**src/rtl/core/serial_command_signal_controller_unit_defines.svh**
```systemverilog
// ----------------------------------------------------------------------------
// Assertion macros for the serial command signal controller
// Concurrent checks clocked on clk and disabled while rst is high.
// ----------------------------------------------------------------------------
`ifndef SERIAL_COMMAND_SIGNAL_CONTROLLER_UNIT_DEFINES_SVH
`define SERIAL_COMMAND_SIGNAL_CONTROLLER_UNIT_DEFINES_SVH

`ifndef NO_ASSERTIONS

// same-cycle implication
`define SCSC_ASSERT_NOW(lbl, ante, cons, msg) \
  lbl: assert property (@(posedge clk) disable iff (rst) (ante) |-> (cons)) \
    else $error(msg);

// next-cycle implication
`define SCSC_ASSERT_NEXT(lbl, ante, cons, msg) \
  lbl: assert property (@(posedge clk) disable iff (rst) (ante) |=> (cons)) \
    else $error(msg);

`else

`define SCSC_ASSERT_NOW(lbl, ante, cons, msg)
`define SCSC_ASSERT_NEXT(lbl, ante, cons, msg)

`endif

`endif

```
**src/rtl/core/scsc_pkg.sv**
```systemverilog
`timescale 1ns / 1ps
// ----------------------------------------------------------------------------
// scsc_pkg
// Constants, types and helpers shared by the signal controller modules.
// ----------------------------------------------------------------------------
package scsc_pkg;

  localparam int NUM_SIGNALS = 4;
  localparam int PIN_W       = 4;
  localparam int SIG_IDX_W   = (NUM_SIGNALS > 1) ? $clog2(NUM_SIGNALS) : 1;
  localparam int EXT_W       = (NUM_SIGNALS > PIN_W) ? NUM_SIGNALS : PIN_W;

  localparam logic [7:0] END_MARK   = 8'hE0;
  localparam logic [7:0] CMD_CLEAR  = 8'hFF;
  localparam logic [7:0] CMD_SIGNAL = 8'h20;
  localparam logic [7:0] CMD_ZONE   = 8'h10;
  localparam logic [7:0] STATUS_ID  = 8'h30;
  localparam logic [7:0] SIG_COUNT  = 8'(NUM_SIGNALS);

  localparam logic [SIG_IDX_W-1:0] LAST_IDX = SIG_IDX_W'(NUM_SIGNALS - 1);

  // byte position inside a status frame
  localparam logic [2:0] POS_ID     = 3'd0;
  localparam logic [2:0] POS_SECTOR = 3'd1;
  localparam logic [2:0] POS_NUMBER = 3'd2;
  localparam logic [2:0] POS_VALUE  = 3'd3;
  localparam logic [2:0] POS_END    = 3'd4;

  typedef logic [NUM_SIGNALS-1:0] sig_vec_t;

  // controller -> datapath
  typedef struct packed {
    logic take_byte;
    logic start_report;
    logic next_report;
  } dp_cmd_t;

  // datapath -> controller
  typedef struct packed {
    logic last;
  } dp_sts_t;

  // pins carry the inverted signal bits, unused pins low
  function automatic logic [PIN_W-1:0] pins_of(input sig_vec_t sig);
    logic [EXT_W-1:0] ext;
    ext = '0;
    ext[NUM_SIGNALS-1:0] = ~sig;
    return ext[PIN_W-1:0];
  endfunction

  function automatic logic [7:0] status_byte(input logic [2:0] pos,
                                             input logic [SIG_IDX_W-1:0] idx,
                                             input logic bit_val);
    logic [7:0] b;
    case (pos)
      POS_ID:     b = STATUS_ID;
      POS_SECTOR: b = 8'(idx);
      POS_NUMBER: b = 8'h00;
      POS_VALUE:  b = {7'b0, bit_val};
      default:    b = END_MARK;
    endcase
    return b;
  endfunction

endpackage

```
**src/rtl/core/scsc_if.sv**
```systemverilog
`timescale 1ns / 1ps
// ----------------------------------------------------------------------------
// scsc channel interfaces
// Valid/ready channels for input items and result items.
// ----------------------------------------------------------------------------
interface scsc_req_if;
  logic       valid;
  logic       ready;
  logic       func;
  logic [7:0] rx_byte;

  modport source (output valid, func, rx_byte, input ready);
  modport sink   (input valid, func, rx_byte, output ready);
endinterface

interface scsc_rsp_if;
  logic       valid;
  logic       ready;
  logic       kind;
  logic [7:0] tx_byte;
  logic [3:0] pin_levels;
  logic       last;

  modport source (output valid, kind, tx_byte, pin_levels, last, input ready);
  modport sink   (input valid, kind, tx_byte, pin_levels, last, output ready);
endinterface

```
**src/rtl/core/serial_command_signal_controller_unit.sv**
```systemverilog
`timescale 1ns / 1ps
// ----------------------------------------------------------------------------
// serial_command_signal_controller_unit
// Decodes five-byte serial command frames into signal pins; sends status.
// ----------------------------------------------------------------------------
//
//  channel | dir | contents
//  --------+-----+--------------------------------------------------------
//  req     | in  | func (0 byte, 1 status tick), rx_byte
//  rsp     | out | kind, tx_byte, pin_levels, last (one or more per req)
//
//  A received byte gives one result, valid the cycle after acceptance.
//  A status tick gives 5 * NUM_SIGNALS results, one per cycle while rsp
//  is ready; the single result register in the datapath sets this pace.
//  The next req is taken in the cycle the final result of the previous
//  transaction leaves, so a byte stream runs at one byte per cycle.
//  rsp stalls hold the result and the state; req waits (ready low).
//  Synchronous reset clears the byte window, signal/zone/manual bits and
//  pins; the block is ready in the first cycle after reset.
// ----------------------------------------------------------------------------
`include "serial_command_signal_controller_unit_defines.svh"

module serial_command_signal_controller_unit (
  input logic        clk,
  input logic        rst,
  scsc_req_if.sink   req,
  scsc_rsp_if.source rsp
);
  import scsc_pkg::*;

  dp_cmd_t cmd;
  dp_sts_t sts;

  // controller: owns the handshake and decides what the datapath does
  scsc_ctrl u_ctrl (
    .clk       (clk),
    .rst       (rst),
    .in_valid  (req.valid),
    .in_func   (req.func),
    .in_ready  (req.ready),
    .out_valid (rsp.valid),
    .out_ready (rsp.ready),
    .cmd       (cmd),
    .sts       (sts)
  );

  // datapath: frame decode, control bits and the result register
  scsc_dp u_dp (
    .clk        (clk),
    .rst        (rst),
    .cmd        (cmd),
    .sts        (sts),
    .rx_byte    (req.rx_byte),
    .kind       (rsp.kind),
    .tx_byte    (rsp.tx_byte),
    .pin_levels (rsp.pin_levels)
  );

  assign rsp.last = sts.last;

  // a received byte is answered next cycle by a single pin-state result
  `SCSC_ASSERT_NEXT(a_byte_reply, req.valid && req.ready && !req.func, rsp.valid && !rsp.kind && rsp.last, "byte not answered by single pin result")
  // a status tick opens with the status frame header byte
  `SCSC_ASSERT_NEXT(a_report_start, req.valid && req.ready && req.func, rsp.valid && rsp.kind && (rsp.tx_byte == STATUS_ID) && !rsp.last, "status report start wrong")
  // pins do not move in the middle of a status report
  `SCSC_ASSERT_NEXT(a_report_pins, rsp.valid && rsp.ready && rsp.kind && !rsp.last, $stable(rsp.pin_levels) && rsp.valid && rsp.kind, "pins changed during report")
  // input is never taken while a non-final result is pending
  `SCSC_ASSERT_NOW(a_no_overlap, req.valid && req.ready && rsp.valid, rsp.ready && rsp.last, "input accepted over pending result")

endmodule

```
**src/rtl/core/scsc_ctrl.sv**
```systemverilog
`timescale 1ns / 1ps
// ----------------------------------------------------------------------------
// scsc_ctrl
// Handshake controller: sequences byte replies and status reports.
// ----------------------------------------------------------------------------
module scsc_ctrl (
  input  logic              clk,
  input  logic              rst,
  input  logic              in_valid,
  input  logic              in_func,
  output logic              in_ready,
  output logic              out_valid,
  input  logic              out_ready,
  output scsc_pkg::dp_cmd_t cmd,
  input  scsc_pkg::dp_sts_t sts
);
  import scsc_pkg::*;

  typedef enum logic [1:0] {
    IDLE,
    REPLY,
    REPORT
  } state_t;

  state_t state;
  logic   in_acc;
  logic   out_acc;

  assign out_valid = (state != IDLE);
  assign out_acc   = out_valid && out_ready;
  // next item may enter as the final result of the current one leaves
  assign in_ready  = (state == IDLE) || (out_ready && sts.last);
  assign in_acc    = in_valid && in_ready;

  assign cmd.take_byte    = in_acc && !in_func;
  assign cmd.start_report = in_acc && in_func;
  assign cmd.next_report  = out_acc && !sts.last;

  always_ff @(posedge clk) begin
    if (rst) begin
      state <= IDLE;
    end else if (in_acc) begin
      state <= in_func ? REPORT : REPLY;
    end else if (out_acc && sts.last) begin
      state <= IDLE;
    end
  end

endmodule

```
**src/rtl/core/scsc_dp.sv**
```systemverilog
`timescale 1ns / 1ps
// ----------------------------------------------------------------------------
// scsc_dp
// Byte window, frame decode, signal/zone/manual state and result register.
// ----------------------------------------------------------------------------
module scsc_dp (
  input  logic                        clk,
  input  logic                        rst,
  input  scsc_pkg::dp_cmd_t           cmd,
  output scsc_pkg::dp_sts_t           sts,
  input  logic [7:0]                  rx_byte,
  output logic                        kind,
  output logic [7:0]                  tx_byte,
  output logic [scsc_pkg::PIN_W-1:0]  pin_levels
);
  import scsc_pkg::*;

  logic [7:0]           win [4];
  sig_vec_t             signal_bits, zone_bits, manual_bits;
  logic [PIN_W-1:0]     pins;
  logic [2:0]           pos;
  logic [SIG_IDX_W-1:0] idx;

  sig_vec_t         signal_next, zone_next, manual_next;
  logic [PIN_W-1:0] pins_next;
  sig_vec_t         hit;
  logic             frame_ok;
  logic             data_set;

  // frame decode: win[0] command, [1] sector, [2] number, [3] data
  always_comb begin
    for (int i = 0; i < NUM_SIGNALS; i++) begin
      hit[i] = (win[1] == 8'(i));
    end
    frame_ok    = (win[1] < SIG_COUNT) && (win[2] == 8'h00);
    data_set    = (win[3] != 8'h00);
    signal_next = signal_bits;
    zone_next   = zone_bits;
    manual_next = manual_bits;
    pins_next   = pins;
    if (rx_byte == END_MARK) begin
      case (win[0])
        CMD_CLEAR: begin
          signal_next = '0;
          zone_next   = '0;
          manual_next = '0;
        end
        CMD_SIGNAL: begin
          if (frame_ok) begin
            signal_next = data_set ? (signal_bits | hit) : (signal_bits & ~hit);
            manual_next = manual_bits ^ hit;
            pins_next   = pins_of(signal_next);
          end
        end
        CMD_ZONE: begin
          if (frame_ok) begin
            zone_next   = data_set ? (zone_bits | hit) : (zone_bits & ~hit);
            signal_next = (signal_bits & manual_bits) | (zone_next & ~manual_bits);
            pins_next   = pins_of(signal_next);
          end
        end
        default: begin
        end
      endcase
    end
  end

  always_ff @(posedge clk) begin
    if (rst) begin
      for (int i = 0; i < 4; i++) begin
        win[i] <= 8'h00;
      end
      signal_bits <= '0;
      zone_bits   <= '0;
      manual_bits <= '0;
      pins        <= '0;
    end else if (cmd.take_byte) begin
      win[0]      <= win[1];
      win[1]      <= win[2];
      win[2]      <= win[3];
      win[3]      <= rx_byte;
      signal_bits <= signal_next;
      zone_bits   <= zone_next;
      manual_bits <= manual_next;
      pins        <= pins_next;
    end
  end

  // result register: kind plus frame position select the byte
  always_ff @(posedge clk) begin
    if (rst) begin
      kind <= 1'b0;
      pos  <= POS_ID;
      idx  <= '0;
    end else if (cmd.start_report) begin
      kind <= 1'b1;
      pos  <= POS_ID;
      idx  <= '0;
    end else if (cmd.take_byte) begin
      kind <= 1'b0;
    end else if (cmd.next_report) begin
      if (pos == POS_END) begin
        pos <= POS_ID;
        idx <= SIG_IDX_W'(idx + 1'b1);
      end else begin
        pos <= 3'(pos + 3'd1);
      end
    end
  end

  assign tx_byte    = kind ? status_byte(pos, idx, signal_bits[idx]) : 8'h00;
  assign pin_levels = pins;
  assign sts.last   = !kind || ((pos == POS_END) && (idx == LAST_IDX));

endmodule

```
**src/flat_wrapper.sv**
```systemverilog
// flat-port wrapper written by rule: the top's interface ports become plain ports
module serial_command_signal_controller_unit_flat import scsc_pkg::*;
  (clk, rst, req_valid, req_func, req_rx_byte, req_ready, rsp_valid, rsp_kind, rsp_tx_byte, rsp_pin_levels, rsp_last, rsp_ready);
  scsc_req_if req_i ();
  scsc_rsp_if rsp_i ();
  input logic clk;
  input logic rst;
  input wire logic [$bits(req_i.valid)-1:0] req_valid;
  input wire logic [$bits(req_i.func)-1:0] req_func;
  input wire logic [$bits(req_i.rx_byte)-1:0] req_rx_byte;
  output wire logic [$bits(req_i.ready)-1:0] req_ready;
  output wire logic [$bits(rsp_i.valid)-1:0] rsp_valid;
  output wire logic [$bits(rsp_i.kind)-1:0] rsp_kind;
  output wire logic [$bits(rsp_i.tx_byte)-1:0] rsp_tx_byte;
  output wire logic [$bits(rsp_i.pin_levels)-1:0] rsp_pin_levels;
  output wire logic [$bits(rsp_i.last)-1:0] rsp_last;
  input wire logic [$bits(rsp_i.ready)-1:0] rsp_ready;
  assign req_i.valid = req_valid;
  assign req_i.func = req_func;
  assign req_i.rx_byte = req_rx_byte;
  assign req_ready = req_i.ready;
  assign rsp_valid = rsp_i.valid;
  assign rsp_kind = rsp_i.kind;
  assign rsp_tx_byte = rsp_i.tx_byte;
  assign rsp_pin_levels = rsp_i.pin_levels;
  assign rsp_last = rsp_i.last;
  assign rsp_i.ready = rsp_ready;
  serial_command_signal_controller_unit u_core (.clk(clk), .rst(rst), .req(req_i), .rsp(rsp_i));
endmodule
```
**config.mk**
```make
export PLATFORM = sky130hd
export DESIGN_NAME = serial_command_signal_controller_unit_flat
export DESIGN_NICKNAME = d
export VERILOG_FILES = /design/src/rtl/core/scsc_pkg.sv /design/src/rtl/core/scsc_if.sv /design/src/rtl/core/serial_command_signal_controller_unit.sv /design/src/rtl/core/scsc_ctrl.sv /design/src/rtl/core/scsc_dp.sv /design/src/flat_wrapper.sv
export VERILOG_INCLUDE_DIRS = /design/src /design/src/rtl/core
export SDC_FILE = /design/constraint.sdc
export NUM_CORES = 1
export LEC_CHECK = 0
export BUFFER_PORTS_ARGS = -buffer_cell sky130_fd_sc_hd__buf_2
export CAP_MARGIN = 40
export CORE_MARGIN = 4
export CORE_UTILIZATION = 53
export DETAILED_ROUTE_END_ITERATION = 7
export PLACE_DENSITY = 0.76
export SYNTH_ARGS = -nofsm -noshare
export SYNTH_HDL_FRONTEND = slang
export SYNTH_SLANG_ARGS = --single-unit
```
**constraint.sdc**
```tcl
create_clock -name clk -period 2.6 [get_ports clk]
set_input_delay 0.39 -clock clk [delete_from_list [all_inputs] [get_ports clk]]
set_output_delay 0.39 -clock clk [all_outputs]
set_load 0.05 [all_outputs]
```
==> metrics.txt, run 1 <==
# TYPE chip_impl_metric gauge
chip_impl_info{name="status",value="completed"} 1
chip_impl_metric{name="n_antenna_cell",unit=""} 0
chip_impl_metric{name="power.ir.vdd_worst",unit="uV"} 374.0
chip_impl_metric{name="syn-instance-count",unit=""} 284
chip_impl_info{name="worstSetupPathType",value="flop to primary output"} 1
chip_impl_metric{name="max_clock_freq",unit="MHz"} 408.6
chip_impl_info{name="hold_end",value="u_core.u_dp.win[0][30]$_SDFFCE_PN0P_"} 1
chip_impl_metric{name="detail_route.iter0.violations",unit=""} 169
chip_impl_metric{name="final_layout_size_suffix_gt1_frac",unit=""} 0.1752
chip_impl_metric{name="dpl-instance-area",unit="sq um"} 3132
chip_impl_metric{name="finalWorstPathRequiredPeriod",unit="ns"} 2.447
chip_impl_metric{name="count_of_flip_flops_with_a_built_in_enable_after_synthesis",unit=""} 32
chip_impl_metric{name="critical_path.max_fanout",unit=""} 6
chip_impl_metric{name="synth_sequential_area_ratio",unit=""} 0.4932
chip_impl_info{name="regToRegStartpoint",value="u_core.u_dp.pos[1]$_SDFFE_PP0P_"} 1
chip_impl_metric{name="data_arrival_at_the_endpoint_of_the_critical_path",unit="ns"} 2.06
chip_impl_metric{name="timing.critical_path.buf_inv",unit=""} 2
chip_impl_metric{name="port_buffers",unit=""} 26
chip_impl_metric{name="timing_worst_slew_pin_value",unit="ns"} 0.5082
chip_impl_info{name="dominantRegCellSynth",value="sky130_fd_sc_hd__edfxtp_1"} 1
chip_impl_info{name="worstPathCellList",value="inv_1 -> ha_1 -> or3_1 -> a21oi_1 -> and2_1 -> or2_2 -> clkbuf_4"} 1
chip_impl_metric{name="power_leakage",unit="nW"} 1.179
chip_impl_metric{name="route.detailed.drc",unit=""} 0
chip_impl_metric{name="cts.path.max_buffers",unit=""} 2
chip_impl_metric{name="n_fill_cell",unit=""} 455
chip_impl_metric{name="power.share.clock",unit=""} 0.291
chip_impl_info{name="cp-end-kind",value="primary output"} 1
chip_impl_metric{name="rows",unit=""} 26
chip_impl_metric{name="cp_data_required_time",unit="ns"} 2.21
chip_impl_metric{name="dieArea",unit="sq um"} 6767
chip_impl_metric{name="ioPinCount",unit=""} 29
chip_impl_metric{name="synth_warnings",unit=""} 0
chip_impl_metric{name="grt_max_degree",unit=""} 33
chip_impl_metric{name="cp_slowest_stage_delay",unit="ns"} 0.39
chip_impl_metric{name="antenna_found_initial",unit=""} 0
chip_impl_metric{name="synth_async_sr_flop_share",unit=""} 0
chip_impl_metric{name="cts.htree.levels",unit=""} 2
chip_impl_metric{name="timing.clock.skew",unit="ns"} 0.004292
chip_impl_info{name="startpoint",value="u_core.u_dp.pos[1]$_SDFFE_PP0P_"} 1
chip_impl_metric{name="setup_viol",unit=""} 0
chip_impl_metric{name="totalWireLength",unit="mm"} 5.394
chip_impl_metric{name="synthesis_stage_register_bit_count",unit=""} 56
chip_impl_metric{name="maxCapViolCount",unit=""} 0
chip_impl_metric{name="clock_transition_at_path_regs",unit="ns"} 0.10
chip_impl_metric{name="pwr_density_cell",unit="nW/um^2"} 515.4
chip_impl_metric{name="final.hold.worst_slack",unit="ns"} 0.3652
chip_impl_info{name="layout_common_cells",value="37 x sky130_fd_sc_hd__and2_1, 32 x sky130_fd_sc_hd__edfxtp_1, 25 x sky130_fd_sc_hd__buf_2, 23 x sky130_fd_sc_hd__dfxtp_1, 17 x sky130_fd_sc_hd__nor2_1"} 1
chip_impl_metric{name="max-slew-margin-rel",unit=""} 0.6604
chip_impl_info{name="worst_path_dominant_cell_family",value="simple AND/OR/NAND/NOR gates"} 1
chip_impl_info{name="grt_setup_unrepaired",value="false"} 1
chip_impl_metric{name="fin_nets",unit=""} 332
chip_impl_metric{name="synth.cell_area",unit="sq um"} 2923
chip_impl_metric{name="grt_pass1_wl",unit="mm"} 9.294
chip_impl_metric{name="area_growth_syn_to_layout",unit="%"} 10.40
chip_impl_metric{name="r2r_cell_count",unit=""} 7
chip_impl_metric{name="cell_internal_pwr",unit="mW"} 1.225
chip_impl_metric{name="grt_pass1_vias",unit=""} 2079
chip_impl_metric{name="fin_area",unit="sq um"} 3227
chip_impl_metric{name="sum_of_overflow_across_all_layers_after_global_routing",unit=""} 0
chip_impl_metric{name="hold_viol",unit=""} 0
chip_impl_metric{name="hpwlAfterDp",unit="mm"} 3.939
chip_impl_metric{name="drt-pass1-iter-count",unit=""} 4
chip_impl_metric{name="power.share.combinational",unit=""} 0.105
chip_impl_metric{name="min_period_over_period",unit=""} 0.9413
chip_impl_info{name="mostFrequentLayoutCell",value="sky130_fd_sc_hd__and2_1"} 1
chip_impl_metric{name="route.vias.total",unit=""} 2192
chip_impl_metric{name="p_sw",unit="uW"} 437.8
chip_impl_metric{name="worst-r2r-setup-slack",unit="ns"} 0.40
chip_impl_info{name="cts_root_buf",value="sky130_fd_sc_hd__clkbuf_8"} 1
chip_impl_metric{name="seq_power_share",unit=""} 0.604
chip_impl_metric{name="hold_path_depth",unit=""} 2
chip_impl_info{name="crit-reg2reg-capture",value="u_core.u_dp.signal_bits[0]$_SDFFE_PP0P_"} 1
chip_impl_info{name="setup.worst_path.start_class",value="flop"} 1
chip_impl_metric{name="route.detailed.vias_per_inst",unit=""} 5.708
chip_impl_metric{name="clock-sinks",unit=""} 56
chip_impl_metric{name="cts_hold_buf",unit=""} 0
chip_impl_info{name="hold_path.startpoint",value="req_rx_byte[6]"} 1
chip_impl_info{name="worst_path_max_delay_cell",value="sky130_fd_sc_hd__dfxtp_1"} 1
chip_impl_metric{name="drtAntennaViolNets",unit=""} 0
chip_impl_metric{name="clock_insertion_delay_worst_skew",unit="ns"} 0.31
chip_impl_metric{name="detail_route.wl_per_cell",unit="um"} 14.05
chip_impl_info{name="hold_class",value="primary input to flop"} 1
chip_impl_metric{name="area_inside_the_core_boundary",unit="sq um"} 5238
chip_impl_metric{name="yosys.cell_types.count",unit=""} 50
chip_impl_metric{name="grt_usage",unit=""} 0.1776
chip_impl_metric{name="synthesis.area_per_instance",unit="sq um"} 10.29
chip_impl_metric{name="gp_routability_congestion",unit=""} 0.8500
chip_impl_metric{name="report.power.total",unit="mW"} 1.663
chip_impl_metric{name="die_height",unit="um"} 82.26
chip_impl_metric{name="die_width",unit="um"} 82.26
chip_impl_metric{name="crit_cells",unit=""} 7
chip_impl_metric{name="switching_share",unit=""} 0.2633
chip_impl_metric{name="totalNegativeSetupSlack",unit="ns"} 0
chip_impl_metric{name="cts_made_buffers",unit=""} 5
chip_impl_metric{name="initial_core_util",unit=""} 0.5581
chip_impl_metric{name="final-max-slew-violation-count",unit=""} 0
chip_impl_info{name="tritoncts",value="done"} 1
-- power by group through the flow --
stage	Combinational, mW	Sequential (mW)	Clock, mW
floorplan	0.125	1.02	0
global placement	0.173	1.02	0
detailed placement	0.175	1.02	0
CTS	0.175	1.00	0.490
global route	0.192	1.01	0.534
finish	0.175	1.00	0.484
-- flip-flops by register name, summed over array words and instances, names as in the netlist --
signal,flops
u_core.u_dp.win,32
u_core.u_dp.idx,2
u_core.u_dp.pin_levels,4
u_core.u_dp.signal_bits,4
u_core.u_ctrl.state,2
u_core.u_dp.pos,3
u_core.u_dp.kind,1
u_core.u_dp.zone_bits,4
u_core.u_dp.manual_bits,4
-- how the worst max path moves through the flow --
stage / end / slack, ns
finish: rsp_tx_byte[5] / 0.15
global route: rsp_tx_byte[5] / 0.02
CTS: rsp_tx_byte[5] / 0.05
detailed placement: u_core.u_dp.signal_bits[1]$_SDFFE_PP0P_ / 0.39
global placement: rsp_tx_byte[5] / 0.47
floorplan: u_core.u_dp.win[0][0]$_SDFFCE_PN0P_ / 0.1
-- routing by layer --
| metal | global-route usage | up-vias | share of wire |
|---|---|---|---|
| li1 | - | 1110 | - |
| met1 | 0.2296 | 1035 | 0.44 |
| met2 | 0.3077 | 43 | 0.49 |
| met3 | 0.03037 | 4 | 0.055 |
| met4 | 0.04485 | 0 | 0.0095 |
| met5 | 0 | - | 0 |
-- synth_stat cells, types with 4 or more instances --
master | n | area (sq um)
sky130_fd_sc_hd__edfxtp_1 | 32 | 960.9
sky130_fd_sc_hd__or2_2 | 5 | 31.28
sky130_fd_sc_hd__o211ai_1 | 5 | 37.54
sky130_fd_sc_hd__a311oi_1 | 4 | 35.03
sky130_fd_sc_hd__nor2_1 | 17 | 63.81
sky130_fd_sc_hd__or3_1 | 6 | 37.54
sky130_fd_sc_hd__and2_1 | 37 | 231.5
sky130_fd_sc_hd__o21ai_0 | 9 | 45.04
sky130_fd_sc_hd__and3_1 | 7 | 43.79
sky130_fd_sc_hd__inv_1 | 9 | 33.78
sky130_fd_sc_hd__a21oi_1 | 14 | 70.07
sky130_fd_sc_hd__nand2b_1 | 9 | 56.30
sky130_fd_sc_hd__clkbuf_1 | 6 | 22.52
sky130_fd_sc_hd__o32ai_1 | 4 | 35.03
sky130_fd_sc_hd__ha_1 | 6 | 75.07
sky130_fd_sc_hd__nand2_1 | 15 | 56.30
sky130_fd_sc_hd__dfxtp_1 | 24 | 480.5
sky130_fd_sc_hd__nor4_1 | 6 | 37.54
sky130_fd_sc_hd__nand4_1 | 9 | 56.30
sky130_fd_sc_hd__a31oi_1 | 4 | 25.02
sky130_fd_sc_hd__o2111ai_1 | 4 | 35.03
sky130_fd_sc_hd__nand3_1 | 10 | 50.05
sky130_fd_sc_hd__nor2b_1 | 5 | 31.28
-- what timing repair did --
action / in CTS / in global routing
setup endpoints to repair: 0 / 1
resized for setup: 0 / 2
buffers inserted: 0 / 0
-- cell type report --
type                    count  area [sq um]  share of cell area
well taps                  70         87.58             0.02714
clock inverters             3         22.52            0.006979
clock buffers               5         68.82             0.02133
multi-input cells         210          1401              0.4343
inverters                   9         33.78             0.01047
repair buffers             31         170.2             0.05273
flip-flops and latches     56          1443              0.4471
-- kinds of logic after synthesis --
kind of cell,Yosys count,synth area share
adders and majority gates,6,0.02568
buffers and inverters,19,0.02868
other,1,0.001283
AOI/OAI and AO/OA,53,0.1259
xor gates and xnor gates,1,0.002997
muxes,3,0.01455
and+or+nand+nor,145,0.3078
DFF,56,0.4931
-- metrics by stage --
stage	utilization	setup WS (ns)	instances
2_1_floorplan	-	0.09534	285
3_3_place_gp	0.5979	0.4719	376
3_5_place_dp	0.5979	0.3933	376
4_1_cts	0.6154	0.04815	384
5_1_grt	0.6161	0.01962	384
6_report	0.6161	0.1526	384
No activity file was read; power rests on OpenSTA's default activity.
==> inputs of run 2 (changes only) <==
==> constraint.sdc (replaced) <==
create_clock -name clk -period 2.6 [get_ports clk]
set_input_delay 0.52 -clock clk [delete_from_list [all_inputs] [get_ports clk]]
set_output_delay 0.52 -clock clk [all_outputs]
set_load 0.05 [all_outputs]
==> run 2 against run 1 <==
  * Die area is the same
  * Critical path depth shrank 1
  * Clock power shrank 2%
  * Clock skew grew 0.0059 ns
  * Core utilization grew 0.26 points
  * Sequential share of layout area shrank 0.15 points
  * Largest cell class unchanged
  * Largest power group unchanged
==> metrics.txt, run 2 (synthesis gave the netlist of run 1 again) <==
# TYPE chip_impl_metric gauge
chip_impl_metric{name="final_layout_size_suffix_gt1_frac",unit=""} 0.1841
chip_impl_metric{name="place_ws",unit="ns"} 0.2788
chip_impl_metric{name="cp_data_required_time",unit="ns"} 2.08
chip_impl_metric{name="finalWorstPathRequiredPeriod",unit="ns"} 2.465
chip_impl_info{name="hold_class",value="flop to flop"} 1
chip_impl_info{name="setup.worst_path.start_class",value="flop"} 1
chip_impl_metric{name="cts.path.max_buffers",unit=""} 2
chip_impl_metric{name="worst-r2r-setup-slack",unit="ns"} 0.48
chip_impl_metric{name="grt_pass1_vias",unit=""} 2126
chip_impl_info{name="layout_common_cells",value="37 x sky130_fd_sc_hd__and2_1, 32 x sky130_fd_sc_hd__edfxtp_1, 25 x sky130_fd_sc_hd__buf_2, 22 x sky130_fd_sc_hd__dfxtp_1, 17 x sky130_fd_sc_hd__nor2_1"} 1
chip_impl_metric{name="clock-sinks",unit=""} 56
chip_impl_metric{name="power_leakage",unit="nW"} 1.181
chip_impl_metric{name="dieArea",unit="sq um"} 6767
chip_impl_metric{name="cts_post_setup_buffers_inserted",unit=""} 0
chip_impl_info{name="worstSetupPathType",value="flop to primary output"} 1
chip_impl_metric{name="die_width",unit="um"} 82.26
chip_impl_metric{name="switching_share",unit=""} 0.2606
chip_impl_metric{name="port_buffers",unit=""} 26
chip_impl_info{name="grt_setup_unrepaired",value="false"} 1
chip_impl_metric{name="flip_flop_count_of_the_largest_register_all_copies_and_words_added",unit=""} 32
chip_impl_metric{name="maxCapViolCount",unit=""} 0
chip_impl_metric{name="sum_of_overflow_across_all_layers_after_global_routing",unit=""} 0
chip_impl_metric{name="pwr_density_cell",unit="nW/um^2"} 511.4
chip_impl_metric{name="max_clock_freq",unit="MHz"} 405.7
chip_impl_metric{name="p_sw",unit="uW"} 431.8
chip_impl_metric{name="rows",unit=""} 26
chip_impl_metric{name="timing.clock.skew",unit="ns"} 0.01016
chip_impl_metric{name="gp_routability_congestion",unit=""} 0.8670
chip_impl_metric{name="min_period_over_period",unit=""} 0.9479
chip_impl_metric{name="power.share.clock",unit=""} 0.286
chip_impl_metric{name="data_arrival_at_the_endpoint_of_the_critical_path",unit="ns"} 1.94
chip_impl_info{name="top_register",value="u_core.u_dp.win"} 1
chip_impl_metric{name="r2r_cell_count",unit=""} 7
chip_impl_metric{name="fin_nets",unit=""} 333
chip_impl_metric{name="hold_path_depth",unit=""} 2
chip_impl_metric{name="clock_insertion_delay_worst_skew",unit="ns"} 0.31
chip_impl_metric{name="cell_internal_pwr",unit="mW"} 1.225
chip_impl_info{name="cp-end-kind",value="primary output"} 1
chip_impl_info{name="tritoncts",value="done"} 1
chip_impl_metric{name="grt_max_degree",unit=""} 33
chip_impl_metric{name="ioPinCount",unit=""} 29
chip_impl_info{name="hold_end",value="u_core.u_dp.pin_levels[0]$_SDFFE_PP0P_"} 1
chip_impl_metric{name="detail_route.wl_per_cell",unit="um"} 14.24
chip_impl_metric{name="totalNegativeSetupSlack",unit="ns"} 0
chip_impl_metric{name="n_antenna_cell",unit=""} 0
chip_impl_info{name="hold_path.startpoint",value="u_core.u_dp.pin_levels[0]$_SDFFE_PP0P_"} 1
chip_impl_metric{name="clock_transition_at_path_regs",unit="ns"} 0.10
chip_impl_metric{name="final-max-slew-violation-count",unit=""} 0
chip_impl_metric{name="route.detailed.drc",unit=""} 0
chip_impl_metric{name="n_fill_cell",unit=""} 444
chip_impl_metric{name="area_inside_the_core_boundary",unit="sq um"} 5238
chip_impl_info{name="regToRegStartpoint",value="u_core.u_dp.pos[0]$_SDFFE_PP0P_"} 1
chip_impl_metric{name="fin_ws",unit="ns"} 0.1354
chip_impl_metric{name="hpwlAfterDp",unit="mm"} 4.046
chip_impl_metric{name="power.ir.vdd_worst",unit="uV"} 354.1
chip_impl_metric{name="drtAntennaViolNets",unit=""} 0
chip_impl_metric{name="die_height",unit="um"} 82.26
chip_impl_info{name="status",value="completed"} 1
chip_impl_metric{name="initial_core_util",unit=""} 0.5581
chip_impl_info{name="mostFrequentLayoutCell",value="sky130_fd_sc_hd__and2_1"} 1
chip_impl_info{name="crit-reg2reg-capture",value="u_core.u_dp.signal_bits[2]$_SDFFE_PP0P_"} 1
chip_impl_metric{name="setup_viol",unit=""} 0
chip_impl_metric{name="grt_pass1_wl",unit="mm"} 9.335
chip_impl_metric{name="totalWireLength",unit="mm"} 5.483
chip_impl_metric{name="area_growth_syn_to_layout",unit="%"} 10.87
chip_impl_metric{name="route.detailed.vias_per_inst",unit=""} 5.756
chip_impl_metric{name="power.share.combinational",unit=""} 0.108
chip_impl_metric{name="seq_power_share",unit=""} 0.606
chip_impl_metric{name="grt_usage",unit=""} 0.1799
chip_impl_metric{name="hold_viol",unit=""} 0
chip_impl_metric{name="critical_path.max_fanout",unit=""} 6
chip_impl_metric{name="route.vias.total",unit=""} 2216
chip_impl_metric{name="drt-pass1-iter-count",unit=""} 4
chip_impl_metric{name="cts_made_buffers",unit=""} 5
chip_impl_metric{name="detail_route.iter0.violations",unit=""} 175
chip_impl_info{name="cts_root_buf",value="sky130_fd_sc_hd__clkbuf_8"} 1
chip_impl_metric{name="antenna_found_initial",unit=""} 0
chip_impl_metric{name="cts.htree.levels",unit=""} 2
[run 2: stage by stage]
step	utilization	cell area, sq um	instances	total power, mW	hold slack [ns]
2_1_floorplan	-	2927	285	1.148	0.4363
3_3_place_gp	0.5994	3139	377	1.197	0.4528
3_5_place_dp	0.5994	3139	377	1.202	0.4578
4_1_cts	0.6173	3233	385	1.661	0.4743
5_1_grt	0.6187	3241	385	1.727	0.4768
6_report	0.6187	3241	385	1.657	0.4714
[run 2: critical path: stages (launching register included)]
cell,delay (ns)
sky130_fd_sc_hd__dfxtp_2,0.37
sky130_fd_sc_hd__inv_1,0.07
sky130_fd_sc_hd__ha_2,0.21
sky130_fd_sc_hd__or3_1,0.38
sky130_fd_sc_hd__a21oi_1,0.18
sky130_fd_sc_hd__and2_1,0.16
sky130_fd_sc_hd__buf_2,0.26
[run 2: area by class of cell]
| class | count | area (sq um) | area share |
|---|---|---|---|
| clock buffers | 5 | 68.82 | 0.02124 |
| inverters | 9 | 33.78 | 0.01042 |
| multi-input cells | 210 | 1404 | 0.4332 |
| well taps | 70 | 87.58 | 0.02703 |
| clock inverters | 3 | 21.27 | 0.006564 |
| flip-flops and latches | 56 | 1444 | 0.4456 |
| repair buffers | 32 | 181.4 | 0.05598 |
[run 2: worst max path at each step]
stage	startpoint	end	depth (start not counted)
6_report	u_core.u_dp.pos[0]$_SDFFE_PP0P_	rsp_tx_byte[7]	6
5_1_grt	u_core.u_dp.pos[0]$_SDFFE_PP0P_	rsp_tx_byte[7]	6
4_1_cts	u_core.u_dp.pos[1]$_SDFFE_PP0P_	rsp_tx_byte[5]	7
3_5_place_dp	u_core.u_dp.pos[0]$_SDFFE_PP0P_	rsp_tx_byte[5]	7
3_3_place_gp	u_core.u_dp.pos[0]$_SDFFE_PP0P_	rsp_tx_byte[5]	7
2_1_floorplan	u_core.u_dp.pos[0]$_SDFFE_PP0P_	rsp_tx_byte[5]	6
[run 2: power groups by stage]
stage	clock network (mW)	registers [mW]	logic, mW
CTS	0.478	1.00	0.179
global placement	0	1.02	0.175
finish	0.474	1.00	0.179
global route	0.522	1.01	0.196
floorplan	0	1.02	0.125
detailed placement	0	1.02	0.177
[run 2: timing repair]
item                                    in CTS  in global routing
hold buffers                                 0                  0
endpoints found under the setup margin       1                  3
gates resized for setup                      2                  3
endpoints found under the hold margin        0                  0
[run 2: per-layer routing]
metal | wire (um) | vias to the layer above | track usage
li1 | - | 1115 | -
met1 | 2417 | 1029 | 0.2219
met2 | 2709 | 62 | 0.3109
met3 | 286 | 10 | 0.04230
met4 | 69 | 0 | 0.05482
met5 | 0 | - | 0
